==> config.mk <==
export PLATFORM = sky130hd
export DESIGN_NAME = hkf_scan
export DESIGN_NICKNAME = d
export VERILOG_FILES = /design/src/rtl/core/hkf_pkg.sv /design/src/rtl/core/hkf_scan.sv
export SDC_FILE = /design/constraint.sdc
export NUM_CORES = 1
export LEC_CHECK = 0
export ABC_AREA = 1
export BUFFER_PORTS_ARGS = -buffer_cell sky130_fd_sc_hd__buf_2
export CAP_MARGIN = 20
export CELL_PAD_IN_SITES_DETAIL_PLACEMENT = 2
export CELL_PAD_IN_SITES_GLOBAL_PLACEMENT = 2
export CORE_MARGIN = 4
export CORE_UTILIZATION = 27
export CTS_CLUSTER_SIZE = 30
export DETAILED_ROUTE_END_ITERATION = 10
export GPL_ROUTABILITY_DRIVEN = 0
export GPL_TIMING_DRIVEN = 0
export PLACE_DENSITY_LB_ADDON = 0.1
export SYNTH_ARGS = -nofsm -noshare
export SYNTH_HDL_FRONTEND = slang
export SYNTH_SLANG_ARGS = --single-unit
==> constraint.sdc <==
create_clock -name clk -period 3.7 [get_ports clk]
set_clock_uncertainty 0.05 [all_clocks]
set_input_delay 0.555 -clock clk [delete_from_list [all_inputs] [get_ports clk]]
set_output_delay 0.555 -clock clk [all_outputs]
set_load 0.02 [all_outputs]
==> src/rtl/core/hkf_pkg.sv <==
// Shared types and constants for the HTTP host keyword filter.
`timescale 1ns / 1ps

package hkf_pkg;

  localparam int NUM_KEYWORDS = 16;
  localparam int KEYWORD_LEN  = 32;
  localparam int SLOT_W       = 4;
  localparam int KW_POS_W     = $clog2(KEYWORD_LEN);
  localparam int KW_LEN_W     = 6;
  localparam int PREFIX_LEN   = 6;
  localparam int PROG_W       = 3;

  typedef enum logic [1:0] {
    MODE_KW_BYTE  = 2'd0,
    MODE_KW_LEN   = 2'd1,
    MODE_KW_CLEAR = 2'd2,
    MODE_PKT      = 2'd3
  } hkf_mode_t;

  localparam logic [7:0] CHAR_NUL = 8'h00;
  localparam logic [7:0] CHAR_CR  = 8'h0D;
  localparam logic [7:0] CHAR_LF  = 8'h0A;

  // "Host: ", index 0 is the first character
  localparam logic [PREFIX_LEN-1:0][7:0] HOST_PREFIX =
    {8'h20, 8'h3A, 8'h74, 8'h73, 8'h6F, 8'h48};

  typedef struct packed {
    logic [1:0]        mode;
    logic [SLOT_W-1:0] slot;
    logic [5:0]        position;
    logic [7:0]        data_byte;
    logic              last;
  } hkf_in_t;

  typedef struct packed {
    logic matched;
    logic host_found;
  } hkf_out_t;

  typedef logic [KEYWORD_LEN-1:0][7:0]           hkf_kw_chars_t;
  typedef hkf_kw_chars_t [NUM_KEYWORDS-1:0]       hkf_kw_bank_t;
  typedef logic [NUM_KEYWORDS-1:0][KW_LEN_W-1:0] hkf_kw_lens_t;

  typedef struct packed {
    logic text_byte;
    logic enter_host;
    logic pkt_end;
  } hkf_scan_ctl_t;

endpackage

==> src/rtl/core/hkf_scan.sv <==
// Packet line scanner: finds the first Host line and tracks packet state.
`timescale 1ns / 1ps

module hkf_scan (
  input  logic                  clk,
  input  logic                  rst_n,
  input  logic                  fire,
  input  hkf_pkg::hkf_in_t      item,
  output hkf_pkg::hkf_scan_ctl_t ctl,
  output logic                  host_now
);
  import hkf_pkg::*;

  logic [PROG_W-1:0] prog_r, prog_upd, prog_nxt, prog_inc;
  logic              in_host_r, in_host_upd, in_host_nxt;
  logic              done_r, done_upd, done_nxt;
  logic              term_r, term_upd, term_nxt;
  logic              pkt;
  logic              text_byte, enter_host;
  logic [7:0]        b;

  assign pkt      = fire && item.mode == MODE_PKT;
  assign b        = item.data_byte;
  assign prog_inc = prog_r + PROG_W'(1);

  always_comb begin
    prog_upd    = prog_r;
    in_host_upd = in_host_r;
    done_upd    = done_r;
    term_upd    = term_r;
    text_byte   = 1'b0;
    enter_host  = 1'b0;
    if (pkt && !term_r) begin
      if (b == CHAR_NUL) begin
        term_upd = 1'b1;
        if (in_host_r) begin
          in_host_upd = 1'b0;
          done_upd    = 1'b1;
        end
      end else if (b == CHAR_CR || b == CHAR_LF) begin
        if (in_host_r) begin
          in_host_upd = 1'b0;
          done_upd    = 1'b1;
        end
        prog_upd = '0;
      end else if (in_host_r) begin
        text_byte = 1'b1;
      end else if (!done_r) begin
        if (b == HOST_PREFIX[prog_r]) begin
          if (prog_inc == PROG_W'(PREFIX_LEN)) begin
            enter_host  = 1'b1;
            in_host_upd = 1'b1;
            prog_upd    = '0;
          end else begin
            prog_upd = prog_inc;
          end
        end else begin
          prog_upd = (b == HOST_PREFIX[0]) ? PROG_W'(1) : '0;
        end
      end
    end
  end

  assign host_now = in_host_upd || done_upd;

  always_comb begin
    ctl.text_byte  = text_byte;
    ctl.enter_host = enter_host;
    ctl.pkt_end    = pkt && item.last;
    if (ctl.pkt_end) begin
      prog_nxt    = '0;
      in_host_nxt = 1'b0;
      done_nxt    = 1'b0;
      term_nxt    = 1'b0;
    end else begin
      prog_nxt    = prog_upd;
      in_host_nxt = in_host_upd;
      done_nxt    = done_upd;
      term_nxt    = term_upd;
    end
  end

  always_ff @(posedge clk) begin
    if (!rst_n) begin
      prog_r    <= '0;
      in_host_r <= 1'b0;
      done_r    <= 1'b0;
      term_r    <= 1'b0;
    end else begin
      prog_r    <= prog_nxt;
      in_host_r <= in_host_nxt;
      done_r    <= done_nxt;
      term_r    <= term_nxt;
    end
  end

endmodule

==> results_dict.tcl, run 1 <==
set metrics [dict create \
    outcome "complete, no violations" \
    chipWidth_um 65.08 \
    die_area_sq_mm 0.004235 \
    std_cell_rows 20 \
    power_density_mw_per_mm2 256.2 \
    final_core_util 0.3398 \
    cts_tree "built" \
    drt_iter0_drc 14 \
    clkTransAtPathRegs_ps 80 \
    areaGrowthSynthToFinish_pct 18.92 \
    synth.avg_cell_area_sq_um 6.420 \
    cp_data_required_time_ps 3090 \
    synth_top_cell_area_share 0.2959 \
    max_stage_delay_ps 400 \
    grt_pass1_wl_um 3919 \
    placed_cell_area_sq_mm 0.001020 \
    ys_seq_elements 13 \
    layout_min_cycle_time_ps 2465 \
    drv_cap 0 \
    critical_path_class "flip-flop to primary output" \
    layout.nets 185 \
    postCtsSetupRepairBufs 0 \
    yosysSeqAreaShare 0.2959 \
    fin_area_sq_mm 0.001046 \
    syn_inst 137 \
    drv_slew 0 \
    critPathLaunchType "flip-flop" \
    synth_edf_count 0 \
    routedWlPerCell_um 11.72 \
    synth_xor_area_frac 0.03983 \
    wl_met3_um 64 \
    dp_hpwl_um 2057 \
    clock_sinks 13 \
    drt_wl_total_um 2368 \
    synth_ff_type "dfxtp_1" \
    tns_ps 0 \
    yosysMostFrequentCell "nand2_1" \
    start_util 0.2858 \
    io_buffers 17 \
    crit_chain "ha_1, or2_1, nand3_1, nor3_1, nand3_1, nand2_1, o21ai_0, nand2_1, buf_2" \
    synth_compound_area_frac 0.06117 \
    clockBufferDepth 2 \
    max_slew.worst_pin.slew_ps 514.4 \
    synth-warning-count 0 \
    die_y_um 65.08 \
    p_seq_frac 0.522 \
    wl_met2_um 1163 \
    grt_util_all_layers 0.1249 \
    ctsHoldBuffers 0 \
    synth_area_sq_um 879.6 \
    htreeDepth 1 \
    cellLeakagePower_nw 0.5702 \
    relSlewSlack 0.6547 \
    synth_top_family_by_area "simple AND/OR/NAND/NOR gates" \
    setup_viol 0 \
    globalRouteOverflowTotal 0 \
    via_per_inst 4.312 \
    combPwrFrac 0.121 \
    slowest_stage "dfxtp_1" \
    clk_latency_ps 290 \
    synth_common_cells "nand2_1 (37), inv_1 (25), nor2_1 (16), dfxtp_1 (13), nand3_1 (8)" \
    synthMuxAreaShare 0 \
    highest_layer "met4" \
    ant_nets 0 \
    synthArstFlopShare 0 \
    irDropWorstVdd_mv 0.1234 \
    cp-end-kind "primary output" \
    clockRootBuffer "clkbuf_4" \
    synth_cell_type_count 21 \
    firstDrtPassIters 3 \
    post-route-drc-count 0 \
    synth_fa_ha_area_frac 0.02845 \
    wl_met1_um 1080 \
    coreArea_sq_mm 0.003078 \
    grt_pass1_vias 902 \
    swShare 0.2763 \
    p_switching_uw 74.04 \
    fmax_mhz 405.7 \
    hold_viol 0 \
    cts_resized 0 \
    diodes 0 \
    grt_max_degree 8 \
    cp_max_fo 4 \
    synth_top_cell_by_area "dfxtp_1" \
    synth-simple-area-share 0.4509 \
    rsz0062_at_grt "no" \
    antenna_found_initial 0 \
    p_int_uw 193.9 \
    final.period_utilization 0.6661 \
    clkPwrFrac 0.357 \
    layout-drive-gt1-share 0.2405 \
    hp-class "flip-flop to flip-flop" \
    synth_area_leaders "dfxtp_1 (30%), nand2_1 (16%), inv_1 (11%)" \
    worstPathArrival_ps 1860 \
    pin_count 28 \
    dr_total_vias 871 \
    syn-num-nets 163 \
    numCtsBuffers 3 \
]
-- through the flow --
stage / setup WS (ps) / hold WS (ps) / power, mW / cells
after global routing: 1015 / 480.4 / 0.2835 / 202
final: 1235 / 437.4 / 0.2680 / 202
after detailed placement: 1334 / 426.9 / 0.1765 / 198
after CTS: 1211 / 440.0 / 0.2731 / 202
after floorplan: 1729 / 403.6 / 0.1607 / 137
after global placement: 1383 / 411.4 / 0.1742 / 198
-- placed cells by master, fill, tap and decap left out, types with 3 or more instances in the layout --
cell and n:
nand3_1 8, dfxtp_1 13, xnor2_1 4, clkbuf_4 3, nand2_2 5, a21oi_1 3
nor3_1 4, nor2_2 3, buf_2 17, inv_1 25, nor2_4 4, nand2_1 37
nor2_1 16
-- cell families (layout without fill, tap and decap cells) --
family          after synthesis  count (layout)
fa+ha+maj                     2               2
buf+inv                      27              48
flops                        13              13
compound gates                9               9
simple gates                 82              82
xor+xnor                      4               4
-- power by group through the flow --
stage	sequential (mW)	combinational, mW	clock (mW)
global placement	0.143	0.0311	0
global route	0.140	0.0375	0.106
CTS	0.140	0.0334	0.0999
detailed placement	0.143	0.0333	0
floorplan	0.143	0.0175	0
finish	0.140	0.0325	0.0956
-- routing by layer --
layer / GRT usage / vias to the layer above
met5: 0 / -
met4: 0.07772 / 0
met3: 0.02080 / 5
met2: 0.2222 / 8
met1: 0.1366 / 403
li1: - / 455
-- cell type report --
class / count / area (sq um)
fill: 396 / 2032
multi-input combinational: 97 / 510.5
sequential: 13 / 260.3
inverter: 25 / 93.84
timing repair buffer: 17 / 85.08
tap: 44 / 55.05
clock buffer: 4 / 26.28
buffer: 2 / 15.01
-- worst max-delay path: cells and delay by family (launching register included) --
kind | cells | cell delay [ps]
buffers and inverters | 1 | 170
flip-flops | 1 | 400
adder cells (fa/ha/maj) | 1 | 190
AND/OR/NAND/NOR | 6 | 700
AO/OA/AOI/OAI | 1 | 120
-- path summary, 6_finish.rpt --
check	startpoint	endpoint	slack (ps)	depth (start not counted)
worst min register to register	term_r	term_r	440	2
worst max-delay path	prog_r[0]	host_now	1240	9
worst min-delay path	term_r	term_r	440	2
worst max register to register	prog_r[0]	flip-flop	1780	10
No activity file was read; power rests on OpenSTA's default activity.
==> run 2: changes to the inputs <==
- CORE_UTILIZATION: 27 -> 23
- clock period: 3.7 -> 2 ns (I/O delays scaled with it)
==> results_dict.tcl, run 2 (synthesis results as in run 1) <==
set metrics [dict create \
    power_density_mw_per_mm2 477.1 \
    clock_sinks 13 \
    reg2reg_from "prog_r[1]" \
    tns_ps 0 \
    crit_end "host_now" \
    via_per_inst 4.258 \
    max_stage_delay_ps 360 \
    clk_latency_ps 240 \
    coreArea_sq_mm 0.003689 \
    layout.nets 188 \
    post-route-drc-count 0 \
    worst_slack_ps 81.46 \
    diodes 0 \
    mostFrequentLayoutCells "nand2_1 (33), inv_1 (25), nor2_1 (16), buf_2 (15), dfxtp_1 (11)" \
    irDropWorstVdd_mv 0.1697 \
    globalRouteOverflowTotal 0 \
    r2r_cells 11 \
    fill_cells 454 \
    drt_wl_total_um 2466 \
    start_util 0.2385 \
    cp.depth 9 \
    grt_max_degree 9 \
    cts_tree "built" \
    cp_data_required_time_ps 1650 \
    hold_viol 0 \
    grt_util_all_layers 0.1031 \
    worstPathArrival_ps 1570 \
    ant_nets 0 \
    cp-end-kind "primary output" \
    setup_viol 0 \
    dp_hpwl_um 2006 \
    numCtsBuffers 3 \
    clockRootBuffer "clkbuf_8" \
    antenna_found_initial 0 \
    crit_chain "ha_4, or2_4, nand3_4, nor3_2, nand3_1, nand2_1, o21ai_2, nand2_1, buf_4" \
    drv_slew 0 \
    fin_area_sq_mm 0.001167 \
    drt_iter0_drc 12 \
    critical_path_class "flip-flop to primary output" \
    critPathMostFrequentCell "nand2_1" \
    fin_cells 209 \
    max_slew.worst_pin.slew_ps 515.5 \
    clockBufferDepth 2 \
    firstDrtPassIters 4 \
    drv_cap 0 \
    grt_pass1_wl_um 4160 \
    layout-drive-gt1-share 0.3478 \
    htreeDepth 1 \
    final_core_util 0.3165 \
    layout_min_cycle_time_ps 1919 \
    relSlewSlack 0.6540 \
    dp_slack_ps 113.3 \
    slowest_stage "dfxtp_4" \
    reg2reg_slack_ps 150 \
    placed_cell_area_sq_mm 0.001025 \
    cp_top_family "simple AND/OR/NAND/NOR gates" \
    grt_pass1_vias 914 \
    outcome "complete, no violations" \
    chipWidth_um 69.84 \
    io_buffers 17 \
    hp-class "input port to flip-flop" \
    power.total_uw 557.0 \
    die_area_sq_mm 0.004878 \
    crit_start "prog_r[1]" \
    clkTransAtPathRegs_ps 60 \
    path_buf_inv 1 \
    pin_count 28 \
    std_cell_rows 22 \
    fin_hold_ws_ps 399.7 \
    dp_cells 202 \
    fmax_mhz 521.2 \
    final_common_cell "nand2_1" \
    cp_max_fo 3 \
    cellLeakagePower_nw 0.5990 \
    dr_total_vias 890 \
    areaGrowthSynthToFinish_pct 32.72 \
    routedWlPerCell_um 11.80 \
    die_y_um 69.84 \
    final.period_utilization 0.9593 \
    critPathLaunchType "flip-flop" \
]
[run 2: changes by cell type in the layout (fill, tap and decap cells not counted), moves of 2 or more]
cell	delta
buf_2	-2
buf_4	+4
clkbuf_4	-3
clkbuf_8	+3
dfxtp_1	-2
dfxtp_4	+2
ha_1	-2
nand2_1	-4
nand2_2	+4
nand3_1	-2
o21ai_2	+2
[run 2: worst min-delay path by stage]
stage             start  endpoint  slack (ps)  cells past startpoint
6_report       item[20]    term_r         400                      5
5_1_grt           rst_n    done_r         450                      3
4_1_cts        item[20]    term_r         400                      5
3_5_place_dp     term_r    term_r         430                      2
3_3_place_gp     term_r    term_r         420                      2
2_1_floorplan    term_r    term_r         400                      2
[run 2: what timing repair did]
item                                    4_1_cts  5_1_grt
gates cloned                                  0        0
setup buffers                                 3        2
resized for setup                            11       11
endpoints found under the setup margin        2        5
hold buffers                                  0        0
hold endpoints to repair                      0        0
pin swaps                                     3        7
[run 2: where the power goes]
part           total (mW)  leakage, nW  switching, mW  internal [mW]
clock network       0.240       0.0255          0.102          0.138
logic              0.0607        0.467         0.0383         0.0224
registers           0.256        0.106      0.0000644          0.256
[run 2: worst reg2reg max path, cell delays in order, from the launching register on]
cell      delay (ps)
dfxtp_4          360
ha_4             160
or2_4            240
nand3_4           70
buf_6            110
nand2_2           40
nand3b_1         170
o21ai_2          190
and2_4           190
nand2_2           50
nand2_2           60
nand2_1           50
[run 2: area by class of cell]
cell class	count	area [sq um]	area share
multi-input cells	97	568.0	0.4866
flip-flops and latches	13	267.8	0.2294
repair buffers	21	123.9	0.1061
inverters	25	93.84	0.08039
well taps	48	60.06	0.05145
clock buffers	3	41.29	0.03537
plain buffers	1	7.507	0.006431
clock inverters	1	5.005	0.004287
[run 2: metal layers]
layer / up-vias / GRT usage / routed length [um]
li1: 460 / - / -
met1: 416 / 0.1292 / 1123
met2: 12 / 0.1763 / 1239
met3: 2 / 0.02029 / 88
met4: 0 / 0.03191 / 14
met5: - / 0 / 0
